File: src/sv/mep_pkg.sv
// shared types, constants and palette for the mandelbrot escape pixel block
// no dependencies; used by every module under sv/
package mep_pkg;

  localparam int FracBits     = 28;
  localparam int MaxImageSide = 4096;
  localparam int QueueDepth   = 2;

  localparam int ColW   = 12;
  localparam int OrigW  = 32;
  localparam int StepW  = 31;
  localparam int CntW   = 16;
  localparam int ColorW = 8;
  localparam int IdxW   = 3;
  localparam int DataW  = 32;

  // product of index and step, then c with origin added
  localparam int PW = ColW + StepW;
  localparam int CW = PW + 2;
  // z is clamped to +-4.0, squares stay at or below 16.0
  localparam int ZW = FracBits + 4;
  localparam int SW = FracBits + 6;
  // next z before clamping
  localparam int NW = CW + 2;

  localparam logic signed [NW-1:0] FourN =
    {{(NW - FracBits - 3){1'b0}}, 1'b1, {(FracBits + 2){1'b0}}};
  localparam logic signed [SW:0] FourS =
    {{(SW - FracBits - 2){1'b0}}, 1'b1, {(FracBits + 2){1'b0}}};

  typedef enum logic [IdxW-1:0] {
    CfgOriginX = 3'd0,
    CfgOriginY = 3'd1,
    CfgStepX   = 3'd2,
    CfgStepY   = 3'd3,
    CfgIterLim = 3'd4
  } cfg_idx_e;

  typedef struct packed {
    logic signed [OrigW-1:0] origin_x;
    logic signed [OrigW-1:0] origin_y;
    logic [StepW-1:0]        step_x;
    logic [StepW-1:0]        step_y;
    logic [CntW-1:0]         iteration_limit;
  } cfg_t;

  localparam cfg_t CfgReset = '{
    origin_x:        32'shD800_0000,
    origin_y:        32'shE000_0000,
    step_x:          31'd1048576,
    step_y:          31'd1048576,
    iteration_limit: 16'd200
  };

  typedef struct packed {
    logic [ColW-1:0] pixel_col;
    logic [ColW-1:0] pixel_row;
  } pix_in_t;

  typedef struct packed {
    logic [ColW-1:0]   out_col;
    logic [ColW-1:0]   out_row;
    logic [CntW-1:0]   escape_count;
    logic [ColorW-1:0] red;
    logic [ColorW-1:0] green;
    logic [ColorW-1:0] blue;
  } pix_out_t;

  typedef struct packed {
    logic [ColW-1:0]      col;
    logic [ColW-1:0]      row;
    logic signed [CW-1:0] cx;
    logic signed [CW-1:0] cy;
  } job_t;

  typedef struct packed {
    logic [ColorW-1:0] red;
    logic [ColorW-1:0] green;
    logic [ColorW-1:0] blue;
  } rgb_t;

  typedef struct packed {
    logic prod_busy;
    logic sum_busy;
  } front_stat_t;

  localparam rgb_t InsideRgb = '{red: 8'd16, green: 8'd16, blue: 8'd16};

  function automatic rgb_t palette(input logic [3:0] idx);
    rgb_t c;
    unique case (idx)
      4'd0:    c = '{8'd66,  8'd30,  8'd15};
      4'd1:    c = '{8'd25,  8'd7,   8'd26};
      4'd2:    c = '{8'd9,   8'd1,   8'd47};
      4'd3:    c = '{8'd4,   8'd4,   8'd73};
      4'd4:    c = '{8'd0,   8'd7,   8'd100};
      4'd5:    c = '{8'd12,  8'd44,  8'd138};
      4'd6:    c = '{8'd24,  8'd82,  8'd177};
      4'd7:    c = '{8'd57,  8'd125, 8'd209};
      4'd8:    c = '{8'd134, 8'd181, 8'd229};
      4'd9:    c = '{8'd211, 8'd236, 8'd248};
      4'd10:   c = '{8'd241, 8'd233, 8'd191};
      4'd11:   c = '{8'd248, 8'd201, 8'd95};
      4'd12:   c = '{8'd255, 8'd170, 8'd0};
      4'd13:   c = '{8'd204, 8'd128, 8'd0};
      4'd14:   c = '{8'd153, 8'd87,  8'd0};
      default: c = '{8'd106, 8'd52,  8'd3};
    endcase
    return c;
  endfunction

endpackage

File: src/sv/mep_fifo.sv
// short queue of prepared points between front end and iteration engine
// depends on mep_pkg
module mep_fifo #(
  parameter int Depth = mep_pkg::QueueDepth
) (
  input  logic          clk_i,
  input  logic          rst_ni,
  input  logic          push_i,
  input  mep_pkg::job_t data_i,
  output logic          full_o,
  input  logic          pop_i,
  output logic          empty_o,
  output mep_pkg::job_t data_o
);

  localparam int PtrW = (Depth > 1) ? $clog2(Depth) : 1;
  localparam int CntW = $clog2(Depth + 1);

  mep_pkg::job_t   mem_q [Depth];
  logic [PtrW-1:0] wr_ptr_q, wr_ptr_d, rd_ptr_q, rd_ptr_d;
  logic [CntW-1:0] cnt_q, cnt_d;

  assign full_o  = (cnt_q == CntW'(Depth));
  assign empty_o = (cnt_q == '0);
  assign data_o  = mem_q[rd_ptr_q];

  always_comb begin
    wr_ptr_d = wr_ptr_q;
    rd_ptr_d = rd_ptr_q;
    cnt_d    = cnt_q;
    if (push_i) begin
      wr_ptr_d = (wr_ptr_q == PtrW'(Depth - 1)) ? '0 : wr_ptr_q + 1'b1;
    end
    if (pop_i) begin
      rd_ptr_d = (rd_ptr_q == PtrW'(Depth - 1)) ? '0 : rd_ptr_q + 1'b1;
    end
    if (push_i && !pop_i) begin
      cnt_d = cnt_q + 1'b1;
    end else if (pop_i && !push_i) begin
      cnt_d = cnt_q - 1'b1;
    end
  end

  always_ff @(posedge clk_i or negedge rst_ni) begin
    if (!rst_ni) begin
      wr_ptr_q <= '0;
      rd_ptr_q <= '0;
      cnt_q    <= '0;
    end else begin
      wr_ptr_q <= wr_ptr_d;
      rd_ptr_q <= rd_ptr_d;
      cnt_q    <= cnt_d;
    end
  end

  always_ff @(posedge clk_i) begin
    if (push_i) begin
      mem_q[wr_ptr_q] <= data_i;
    end
  end

endmodule

File: config.mk
export PLATFORM = sky130hd
export DESIGN_NAME = mep_fifo
export DESIGN_NICKNAME = d
export VERILOG_FILES = /design/src/sv/mep_pkg.sv /design/src/sv/mep_fifo.sv
export SDC_FILE = /design/constraint.sdc
export NUM_CORES = 1
export LEC_CHECK = 0
export BUFFER_PORTS_ARGS = -buffer_cell sky130_fd_sc_hd__buf_2
export CORE_ASPECT_RATIO = 1.75
export CORE_MARGIN = 8
export CORE_UTILIZATION = 30
export DETAILED_ROUTE_END_ITERATION = 10
export PLACE_DENSITY = 0.56
export SLEW_MARGIN = 25
export SYNTH_ARGS = -nofsm -noshare
export SYNTH_HDL_FRONTEND = slang
export SYNTH_SLANG_ARGS = --single-unit
File: constraint.sdc
create_clock -name clk_i -period 6.7 [get_ports clk_i]
set_input_delay 1.005 -clock clk_i [delete_from_list [all_inputs] [get_ports clk_i]]
set_output_delay 1.005 -clock clk_i [all_outputs]
set_load 0.03 [all_outputs]
* Word-level counts from Yosys, hierarchy flattened
Memories as Yosys holds them, arrays and structs flattened.
Cells that the tools add are included.
** Word-level totals
- Bits of input ports :: 118
- Logic and storage cells :: 21
- Memories kept :: 1
- Register bits :: 4
- Output and inout port bits :: 116
- RAM bits :: 228
** Memory list
- mem_q :: depth 2, bits a word 114, read ports 1, clocked after memory_dff 0, wr ports 1, RTL line mep_fifo.sv:19 : mep_pkg::job_t mem_q [Depth];
** Operators by class
- $add $sub $neg :: 4
- Mux-type cells :: 6
- Eq/ne operators :: 1
- Reductions and logical operators :: 6
** Operators by type and width (number)
- $mux W1 :: 4
- $mux W2 :: 2
- $add A1 B1 Y1 const B :: 2
- $add A2 B1 Y2 const B :: 1
- $eq A2 B2 Y1 const B :: 1
- $logic_and A1 B1 Y1 :: 2
- $logic_not A1 Y1 :: 2
- $logic_not A2 Y1 :: 1
- $reduce_bool A2 Y1 :: 1
- $sub A2 B1 Y2 const B :: 1

* Depth between registers and ports, before layout
- Depth in word-level cells :: 4
- Mapped depth :: 5
- Mapped depth without buffers :: 5

* Worst setup path after synthesis
OpenSTA, ideal clock, no wires.
- Path type :: in2reg
- From :: in push_i
- To :: mem mem_q[0][0] (netlist bit), enable pin
- Data arrival time :: 5955 ps
- Library setup time :: 602 ps
- Required time :: 6098 ps
- Buffers on the path :: 0
- Stages on the path :: 1
- Path slack :: 143 ps
- Cells stage by stage :: nor2b_1
** Between the ends
- Longest elaborated chain between the ends :: 2
** RTL lines
- from (decl) :: RTL line mep_fifo.sv:8 : input logic push_i,
- $mux W1 :: RTL line mep_fifo.sv:57 : if (push_i) begin
- $mux W1 (not written as such) :: RTL line mep_fifo.sv:58 : mem_q[wr_ptr_q] <= data_i;
- to (decl) :: RTL line mep_fifo.sv:19
Every way passes these cells.

==> summary.md <==
| Metric | Value |
|---|---|
| Status | finished clean |
| Synthesized netlist net count | 490 |
| WL met3 | between 1500 and 2000 µm |
| IO buf count | 233 |
| Max_cap viols | 0 |
| RSZ-0062 raised after global routing | no |
| Post-synthesis mux area share | between 10% and 20% |
| Worst hold path class | input pin to asynchronous set/reset pin |
| Post-route setup TNS | 0 ns |
| Clock latency on the worst-skew pair | 0.50 ns |
| Vias/cell | 4.18 |
| Routed WL | 18200 µm |
| Cells after Synth | roughly 370 |
| Maximum clock insertion buffer count | 3 |
| Power Total | 0.00499 W |
| Worst Clk Skew | 0.00883 ns |
| Total power per unit cell area | 459 mW/mm² |
| Register bit total from synthesis | about 230 |
| Worst Hold Margin | 0.292 ns |
| Starting Density | a little under a third |
| YS warnings | 0 |
| Vias in the first global route | 4981 |
| Required time worst endpoint | 5.69 ns |
| CP startpoint | rd_ptr_q |
| Leakage | 4.16 nW |
| Cts repair resizes | 0 |
| Main combinational cell family by area after synthesis | multiplexers |
| Gr usage total | 10.3% |
| Root Driver | clkbuf_16 |
| Footprint of the multi-input gates | 0.00156 mm² |
| # fillers | 2668 |
| Initial antenna violation count | 3 |
| Storage element area | 0.00695 mm² |
| Max Fclk | 246 MHz |
| Die area | 0.0346 mm² |
| Synth Area in Simple Gates | less than 1% |
| Detail Route Antenna Nets | 0 |
| Clock slew seen by the registers of the worst setup and hold paths | 0.06 ns |
| TritonCTS clock tree | done |
| R2R Setup Slk | 4.37 ns |
| Remaining routing DRC violations | 0 |
| Hold_buf cts | 0 |
| Slew HR | 32.9% |
| Wire length on met1 | 5940 µm |
| Core area | 0.0284 mm² |
| Critical path class | flip-flop to primary output |
| Area Growth Syn to Fin | 26.1% |
| Inserted Clock Buffers | 21 |
| Largest net degree at the start of global routing | between 80 and 90 |
| Final min period | ~4.1 ns |
| First-pass DRT Iterations | 4 |
| Total gr overflow | 0 |
| Post-DR wirelength/cell | 18.0 µm |
| Crit end category | primary output |
| Startpoint class of the critical path | flip-flop |
| Seq/Total Area, Yosys | 80.7% |
| Crit Reg-Reg Endpoint | mem_q[1][39] |
| Post-Synth XOR/XNOR Area | 0.508% |
| I/O Pins | 234 |
| Endpoints failing hold | 0 |
| Cell count of the worst reg-to-reg path | 2 |
| Uppermost layer routed | met5 |
| Syn_area_per_cell | 23.2 µm² |
| Wire length on met2 | 10000 µm |
| Via count | 4224 |
| Final slew viol count | 0 |
| Layout cell share with drive strength beyond 1 | between 60% and 70% |
| Final nets | 736 |
| Count of different cell masters after synthesis | 13 |
| Initial drt markers | 164 |
| Clk sinks | 232 |
| Measured slew at the worst slew-check pin | just over 1 ns |
| Postcts setup bufs | 0 |
| Mapped Area | 0.00861 mm² |
| Tcrit/Tclk final | 60.7% |
| Worst r2r src | wr_ptr_q |
| Worst EP arrival | 3.06 ns |
| CP max FO | 58 |
| Synthesized-area fraction occupied by adder cells | 0.145% |
| Maximum VDD drop | 0.326 mV |
| RePlAce Congestion | 0.719 |
| Global-route wire length before repair | about 27000 µm |
| # H-tree levels | 1 |
| Cell Rows | 82 |
| DIE WIDTH | 144 µm |
| Die Height | 240 µm |
| Hpwl dp | 12800 µm |
| Compound-cell area share of the yosys netlist | 0% |
| Final setup fails | 0 |
-- per-stage QoR --
step,instances,util [%],worst slack (ns),area [µm²]
after floorplan,371,-,0.143,8610
after global placement,972,35.9,3.20,10200
after detailed placement,972,35.9,3.15,10200
after CTS,1009,38.2,2.58,10900
after global routing,1009,38.2,2.48,10900
final,1010,38.2,2.64,10900
-- where the power goes --
part / switching [W] / leakage (nW) / total (W) / internal (W)
registers: 0.000138 / 2.19 / 0.00207 / 0.00193
clock network: 0.000495 / 0.323 / 0.00119 / 0.000691
logic: 0.00109 / 1.65 / 0.00174 / 0.000644
total: 0.00173 / 4.16 / 0.00499 / 0.00326
-- synth_stat cells (all sizes together) --
cell	instances	area share, %
edfxtp	228	79
and2	1	0.073
inv	1	0.044
buf	13	1.3
nor2b	2	0.15
dfrtp	4	1.2
xor2	4	0.41
nor2	2	0.087
xnor2	1	0.10
ha	1	0.15
mux2	114	17
-- logic make-up after synthesis --
family,Yosys count
flip-flops,232
buffers and inverters,14
adder cells (fa/ha/maj),1
XOR/XNOR,5
AND/OR/NAND/NOR,5
multiplexers,114
-- flip-flops by register name, summed over array words and instances, names as in the netlist --
name / flops
mem_q: 228
cnt_q: 2
wr_ptr_q: 1
rd_ptr_q: 1
-- area by class of cell --
type / count / share of cell area, %
Tap cell: 378 / 4.35
Antenna cell: 1 / 0.0230
Sequential cell: 232 / 64.0
Clock buffer: 26 / 5.01
Multi-Input combinational cell: 125 / 14.4
Timing Repair Buffer: 236 / 11.1
Clock inverter: 11 / 1.16
Inverter: 1 / 0.0345
-- cells in the final DEF (no fill, tap or decap), types with 2 or more instances in the layout --
cell and n:
clkinv_2 2, xor2_1 4, bufinv_16 3, clkbuf_1 5, buf_4 2, clkbuf_16 21, buf_2 233, dfrtp_1 3
nor2_1 2, mux2_4 50, mux2_2 64, edfxtp_1 228, clkinv_1 5
-- worst max-delay path, stage by stage, from the launching register on --
cell and delay (ns):
dfrtp_4 0.96, buf_4 0.88, mux2_2 0.42, buf_2 0.18
-- routing by layer --
metal | vias up | GRT usage, %
met4 | 4 | 3.87
met1 | 2067 | 9.54
li1 | 1972 | -
met3 | 34 | 3.68
met5 | - | 0
met2 | 147 | 19.7
-- worst max path at each step --
stage,depth (start not counted),to,slack [ns]
after detailed placement,3,data_o[21],3.15
after global routing,3,data_o[93],2.48
after global placement,3,data_o[20],3.20
final,3,data_o[21],2.64
after CTS,3,data_o[21],2.58
after floorplan,1,mem_q[0][0],0.14
Power figures use the tool's default switching activity.
