==> config.mk <==
export PLATFORM = sky130hd
export DESIGN_NAME = mep_front
export DESIGN_NICKNAME = d
export VERILOG_FILES = /design/src/sv/mep_pkg.sv /design/src/sv/mep_front.sv
export SDC_FILE = /design/constraint.sdc
export NUM_CORES = 2
export LEC_CHECK = 0
export CAP_MARGIN = 20
export CORE_UTILIZATION = 45
export DETAILED_ROUTE_END_ITERATION = 6
export DONT_BUFFER_PORTS = 1
export REMOVE_ABC_BUFFERS = 1
export SKIP_CTS_REPAIR_TIMING = 1
export SLEW_MARGIN = 20
export SYNTH_ARGS = -nofsm -noshare
export SYNTH_HDL_FRONTEND = slang
export SYNTH_SLANG_ARGS = --single-unit
==> constraint.sdc <==
create_clock -name clk_i -period 4.5 [get_ports clk_i]
set_clock_uncertainty 0.1 [all_clocks]
set_input_delay 0.45 -clock clk_i [delete_from_list [all_inputs] [get_ports clk_i]]
set_output_delay 0.45 -clock clk_i [all_outputs]
set_load 0.02 [all_outputs]
==> src/sv/mep_pkg.sv <==
// shared types, constants and palette for the mandelbrot escape pixel block
// no dependencies; used by every module under sv/
package mep_pkg;

  localparam int FracBits     = 28;
  localparam int MaxImageSide = 4096;
  localparam int QueueDepth   = 2;

  localparam int ColW   = 12;
  localparam int OrigW  = 32;
  localparam int StepW  = 31;
  localparam int CntW   = 16;
  localparam int ColorW = 8;
  localparam int IdxW   = 3;
  localparam int DataW  = 32;

  // product of index and step, then c with origin added
  localparam int PW = ColW + StepW;
  localparam int CW = PW + 2;
  // z is clamped to +-4.0, squares stay at or below 16.0
  localparam int ZW = FracBits + 4;
  localparam int SW = FracBits + 6;
  // next z before clamping
  localparam int NW = CW + 2;

  localparam logic signed [NW-1:0] FourN =
    {{(NW - FracBits - 3){1'b0}}, 1'b1, {(FracBits + 2){1'b0}}};
  localparam logic signed [SW:0] FourS =
    {{(SW - FracBits - 2){1'b0}}, 1'b1, {(FracBits + 2){1'b0}}};

  typedef enum logic [IdxW-1:0] {
    CfgOriginX = 3'd0,
    CfgOriginY = 3'd1,
    CfgStepX   = 3'd2,
    CfgStepY   = 3'd3,
    CfgIterLim = 3'd4
  } cfg_idx_e;

  typedef struct packed {
    logic signed [OrigW-1:0] origin_x;
    logic signed [OrigW-1:0] origin_y;
    logic [StepW-1:0]        step_x;
    logic [StepW-1:0]        step_y;
    logic [CntW-1:0]         iteration_limit;
  } cfg_t;

  localparam cfg_t CfgReset = '{
    origin_x:        32'shD800_0000,
    origin_y:        32'shE000_0000,
    step_x:          31'd1048576,
    step_y:          31'd1048576,
    iteration_limit: 16'd200
  };

  typedef struct packed {
    logic [ColW-1:0] pixel_col;
    logic [ColW-1:0] pixel_row;
  } pix_in_t;

  typedef struct packed {
    logic [ColW-1:0]   out_col;
    logic [ColW-1:0]   out_row;
    logic [CntW-1:0]   escape_count;
    logic [ColorW-1:0] red;
    logic [ColorW-1:0] green;
    logic [ColorW-1:0] blue;
  } pix_out_t;

  typedef struct packed {
    logic [ColW-1:0]      col;
    logic [ColW-1:0]      row;
    logic signed [CW-1:0] cx;
    logic signed [CW-1:0] cy;
  } job_t;

  typedef struct packed {
    logic [ColorW-1:0] red;
    logic [ColorW-1:0] green;
    logic [ColorW-1:0] blue;
  } rgb_t;

  typedef struct packed {
    logic prod_busy;
    logic sum_busy;
  } front_stat_t;

  localparam rgb_t InsideRgb = '{red: 8'd16, green: 8'd16, blue: 8'd16};

  function automatic rgb_t palette(input logic [3:0] idx);
    rgb_t c;
    unique case (idx)
      4'd0:    c = '{8'd66,  8'd30,  8'd15};
      4'd1:    c = '{8'd25,  8'd7,   8'd26};
      4'd2:    c = '{8'd9,   8'd1,   8'd47};
      4'd3:    c = '{8'd4,   8'd4,   8'd73};
      4'd4:    c = '{8'd0,   8'd7,   8'd100};
      4'd5:    c = '{8'd12,  8'd44,  8'd138};
      4'd6:    c = '{8'd24,  8'd82,  8'd177};
      4'd7:    c = '{8'd57,  8'd125, 8'd209};
      4'd8:    c = '{8'd134, 8'd181, 8'd229};
      4'd9:    c = '{8'd211, 8'd236, 8'd248};
      4'd10:   c = '{8'd241, 8'd233, 8'd191};
      4'd11:   c = '{8'd248, 8'd201, 8'd95};
      4'd12:   c = '{8'd255, 8'd170, 8'd0};
      4'd13:   c = '{8'd204, 8'd128, 8'd0};
      4'd14:   c = '{8'd153, 8'd87,  8'd0};
      default: c = '{8'd106, 8'd52,  8'd3};
    endcase
    return c;
  endfunction

endpackage

==> src/sv/mep_front.sv <==
// front end: takes pixel transactions, forms the complex point c and snaps c_y
// depends on mep_pkg
module mep_front (
  input  logic                 clk_i,
  input  logic                 rst_ni,
  input  logic                 in_valid_i,
  output logic                 in_ready_o,
  input  mep_pkg::pix_in_t     in_data_i,
  input  mep_pkg::cfg_t        cfg_i,
  output logic                 job_valid_o,
  input  logic                 job_ready_i,
  output mep_pkg::job_t        job_o,
  output mep_pkg::front_stat_t stat_o
);

  logic                          a_v_q, a_v_d;
  logic [mep_pkg::ColW-1:0]      a_col_q, a_row_q;
  logic [mep_pkg::PW-1:0]        a_px_q, a_py_q;
  logic                          b_v_q, b_v_d;
  logic [mep_pkg::ColW-1:0]      b_col_q, b_row_q;
  logic signed [mep_pkg::CW-1:0] b_cx_q, b_cy_q;
  logic signed [mep_pkg::CW-1:0] cx_d, cy_d;
  logic [mep_pkg::ColW-1:0]      ecol, erow;
  logic                          a_en, b_en;
  logic signed [mep_pkg::CW:0]   cy2, sy;
  logic                          snap;

  assign b_en       = !b_v_q || job_ready_i;
  assign a_en       = !a_v_q || b_en;
  assign in_ready_o = a_en;

  // index saturation to the image side
  always_comb begin
    ecol = in_data_i.pixel_col;
    erow = in_data_i.pixel_row;
    if (32'(in_data_i.pixel_col) >= mep_pkg::MaxImageSide) begin
      ecol = mep_pkg::ColW'(mep_pkg::MaxImageSide - 1);
    end
    if (32'(in_data_i.pixel_row) >= mep_pkg::MaxImageSide) begin
      erow = mep_pkg::ColW'(mep_pkg::MaxImageSide - 1);
    end
  end

  always_comb begin
    cx_d = $signed({{(mep_pkg::CW - mep_pkg::OrigW){cfg_i.origin_x[mep_pkg::OrigW-1]}},
                    cfg_i.origin_x})
         + $signed({{(mep_pkg::CW - mep_pkg::PW){1'b0}}, a_px_q});
    cy_d = $signed({{(mep_pkg::CW - mep_pkg::OrigW){cfg_i.origin_y[mep_pkg::OrigW-1]}},
                    cfg_i.origin_y})
         + $signed({{(mep_pkg::CW - mep_pkg::PW){1'b0}}, a_py_q});
  end

  assign a_v_d = a_en ? in_valid_i : a_v_q;
  assign b_v_d = b_en ? a_v_q : b_v_q;

  always_ff @(posedge clk_i or negedge rst_ni) begin
    if (!rst_ni) begin
      a_v_q <= 1'b0;
      b_v_q <= 1'b0;
    end else begin
      a_v_q <= a_v_d;
      b_v_q <= b_v_d;
    end
  end

  always_ff @(posedge clk_i) begin
    if (a_en && in_valid_i) begin
      a_col_q <= in_data_i.pixel_col;
      a_row_q <= in_data_i.pixel_row;
      a_px_q  <= mep_pkg::PW'(ecol) * mep_pkg::PW'(cfg_i.step_x);
      a_py_q  <= mep_pkg::PW'(erow) * mep_pkg::PW'(cfg_i.step_y);
    end
    if (b_en && a_v_q) begin
      b_col_q <= a_col_q;
      b_row_q <= a_row_q;
      b_cx_q  <= cx_d;
      b_cy_q  <= cy_d;
    end
  end

  // exact test 2*|c_y| < step_y
  assign cy2  = {b_cy_q, 1'b0};
  assign sy   = $signed({{(mep_pkg::CW + 1 - mep_pkg::StepW){1'b0}}, cfg_i.step_y});
  assign snap = (cy2 < sy) && (cy2 > -sy);

  assign job_valid_o = b_v_q;
  always_comb begin
    job_o.col = b_col_q;
    job_o.row = b_row_q;
    job_o.cx  = b_cx_q;
    job_o.cy  = snap ? '0 : b_cy_q;
  end

  assign stat_o.prod_busy = a_v_q;
  assign stat_o.sum_busy  = b_v_q;

endmodule

* After elaboration in Yosys (flattened, before gate mapping)
Index checks and enable logic that the tools add are counted.
** Operators by class
- Add/subtract/negate cells :: 3
- Multipliers :: 2
- Order comparisons :: 2
- Multiplexer cells :: 1
- Reductions and logical operators :: 7
** Operators by type and width (count)
- $add 32x44->45 :: 2
- $mul 12x31->43 :: 2
- $gt 46x46->1 :: 1
- $lt 46x32->1 :: 1
- $neg 31->46 :: 1
- $mux 45 :: 1
- $logic_and 1x1->1 :: 3
- $logic_not 1->1 :: 2
- $logic_or 1x1->1 :: 2
** Word-level totals
- Bits in registers :: 226
- Output and inout bits :: 118
- Word-level logic and storage cells :: 25

* Logic depth before layout (Yosys ltp)
- Word-level depth :: 4
- Depth in mapped cells :: 23
- Mapped depth without buffers :: 21

* Worst setup path after synthesis
Ideal clock, no wire load.
- Path kind :: in2reg
- Start point :: in cfg_i[38] in the netlist's numbering
- End point :: reg a_py_q[42] in the netlist's numbering (data pin)
- Setup time :: 258 ps
- Arrival time :: 5491 ps
- Required time :: 4142 ps
- Setup slack :: -1349 ps
- Stages on the path :: 21
- Buffers on the path :: 3
- Path through :: buf_2 clkbuf_1 nand2_1 fa_1 inv_1 fa_1 fa_1 fa_1 inv_1 fa_1 inv_1 ha_1 clkbuf_1 a21o_1 a21o_1 a221o_1 a21oi_1 nand2_1 a2111oi_0 a211o_1 xnor2_1
** On the way
- Cells in the longest elaborated chain, start to end :: 1
** RTL lines
- start, declared :: line mep_front.sv:9 : input mep_pkg::cfg_t cfg_i,
- $mul 12x31->43 :: line mep_front.sv:71 : a_py_q <= mep_pkg::PW'(erow) * mep_pkg::PW'(cfg_i.step_y);
- end signal, assigned :: line mep_front.sv:71
- end, declared :: line mep_front.sv:18 : logic [mep_pkg::PW-1:0] a_px_q, a_py_q;
Every way passes these cells.
A chain may end at the register's enable or synchronous reset.

==> summary.txt <==
Kind of critical path: input pin to primary output
Most frequent cell after synthesis: inv_1
Main area contributors after synthesis: fa_1, edfxtp_1, ha_1, inv_1, nand2_1
Yosys cell types: 84
Maximum net fanout on the critical path: 14
Reg2Reg Depth: 12
Crit-path leading delay family: simple AND/OR/NAND/NOR gates
Clk slew on worst S/H paths: 0.06 ns
Die Area: 84,500 um^2
DR DRC count: 0
Dominant synthesized flop cell: edfxtp_1
Worst Hold Class: input pin to flip-flop
Yosys top cell area share: 0.311
Final setup violation count: 88
Core Region: 82,200 um^2
Post-synth top cells: inv_1, nand2_1, fa_1
Hold Fails Final Rpt: 0
Largest net degree at the start of global routing: 65
CP max stage cell: or4_4
Vias in the first global route: 29,303
Final ANT Viol Nets: 0
Die height: 291 um
CTS tree: yes
Vias: 28,352
Area grow syn2layout: 15.5%
CP Depth: 20
Site row count: 105
Yosys warning count: 0
Critical Path AT: 4.67 ns
Register area share after synthesis: 0.181
I/O Buffers: 0
H-tree depth: 1
Tmin final: 5.22 ns
Cell Chain, Critical Path: nor4_4, nand2_2, or3_4, or4_4, nor2b_4, nand2_8, nor4_4, xnor2_1, ha_1, nand4_1, buf_4, nor3_4, o21ai_2, o211a_1, o221ai_4, mux2i_4, nand2_4, buf_12, clkbuf_16, and2_4
Setup TNS: -44.11 ns
DPL Wire Length: 81.1 mm
Detailed Routing Iterations Pass 1: 7
Fmax: 191 MHz
Post-synth EDFFs: 224
First-pass GRT wire length: 163 mm
Routability cong.: 0.921
Total gr overflow: 0
Worst setup EP type: primary output
Vias per Instance: 5.29
Chip width: 291 um
Clock Latency Late Sink: 0.61 ns
Total wire length: 104 mm
DR iter-0 viols: 1,616
Worst setup margin: -0.724 ns
Worst path required time: 3.95 ns
Mapped cell area: 37,500 um^2
Max_cap viols: 0
#FFs+latches synth: 226
Period utilization: 1.16
RSZ-0062 raised after global routing: yes
Clock root cell: clkbuf_16
Most frequent CP cell: nor4_4
I/O pin total: 288
Post-synthesis async set-or-reset flop share: 0.00885
Nets: 5,342
Initial Util: 0.456
Initial antenna violation count: 18
Cts bufs inserted: 30
Max-Slew Margin vs Limit: 0.457
Crit-path max cell delay: 0.45 ns
Slew @ Worst Pin: 0.814 ns
Fin. max-slew vios: 0
Failing checks: negative setup slack
Startpoint Class: input pin
Run status: finished with violations
Layout cells sized above 1: 0.142
Hold Path Depth: 2
WL/cell: 19.4 um
Clk buf depth: 3
Synth area leader: fa_1
Gr usage total: 0.243
CP Buf/Inv Count: 3
Cell count after synthesis: 4,083
TritonCTS Sinks: 226
Post-synthesis average cell area: 9.18 um^2
[sequential cells by signal, summed over array words and instances (netlist names)]
name         cells
a_col_q         12
a_px_q          43
a_py_q          43
a_row_q         12
a_v_q            1
b_col_q         12
b_cx_q          45
b_cy_q          45
b_row_q         12
job_valid_o      1
[layout make-up]
cell class / instances / area [um^2]
fill: 7488 / 38900
antenna: 3 / 7.51
timing repair buffer: 344 / 2930
inverter: 726 / 2730
sequential: 226 / 6780
multi-input combinational: 2937 / 28400
clock buffer: 40 / 818
clock inverter: 16 / 274
tap: 1070 / 1340
[final timing paths]
kind,from,endpoint,slack [ns]
setup / recovery,cfg_i[19],job_o[31],-0.72
max in group asynchronous,rst_ni,job_valid_o,3.64
hold / removal,cfg_i[48],a_px_q[1],0.09
setup reg to reg,a_py_q[0],b_cy_q[38],0.86
min in group asynchronous,rst_ni,a_v_q,0.51
hold reg to reg,a_row_q[6],b_row_q[6],0.32
[per-layer routing]
metal  track usage  routed length (um)  vias to the layer above
li1              -                   -                    13397
met1         0.309               42700                    13979
met2         0.412               50000                      796
met3        0.0602                7930                      156
met4        0.0632                3390                       24
met5             0                 127                        -
[cell usage in the layout, fill, tap and decap left out, types with 9 or more instances in the layout]
cell type and count:
nand3_1 34, nand4_1 45, and3_1 18, edfxtp_1 224
nor2b_1 29, clkbuf_16 33, buf_4 266, nor3_1 45
xnor2_1 114, ha_4 20, or3_1 12, o21ai_0 77
nand2_1 619, o21bai_1 25, o21ai_1 10, a21oi_2 22
buf_6 35, inv_1 705, a31oi_1 16, fa_2 14
a211oi_1 13, a21o_1 126, o21a_1 25, xor2_1 54
and2_4 52, o211ai_1 9, inv_2 21, and2_1 209
a21oi_1 155, o21ai_2 10, nor2_1 96, fa_1 569
dlygate4sd3_1 33, nor4_1 10, ha_1 302, nand2b_1 18
[metrics by stage]
| stage | hold WS, ns | utilization | std cells | setup slack, ns | instance area, um^2 |
|---|---|---|---|---|---|
| floorplan | 0.0544 | - | 3889 | -0.968 | 36700 |
| global placement | 0.0545 | 0.489 | 5239 | -1.29 | 40200 |
| CTS | -0.601 | 0.502 | 5295 | -0.946 | 41300 |
| finish | 0.0868 | 0.527 | 5362 | -0.724 | 43300 |
| detailed placement | 0.0545 | 0.489 | 5239 | -1.37 | 40200 |
| global route | 0.0733 | 0.526 | 5361 | -0.895 | 43300 |
[logic make-up (layout without fill, tap and decap cells)]
group	count (synthesis)	after routing	share of synthesized area
flops	226	226	0.181
compound gates	601	601	0.105
mux	2	2	0.000534
simple gates	1249	1249	0.160
fa+ha+maj	907	907	0.419
xor+xnor	178	178	0.0416
other cells	0	3	0
buf+inv	920	1126	0.0929
Power is not shown: default switching activity piles up to over one toggle a cycle in this logic, so the estimate is an artifact.
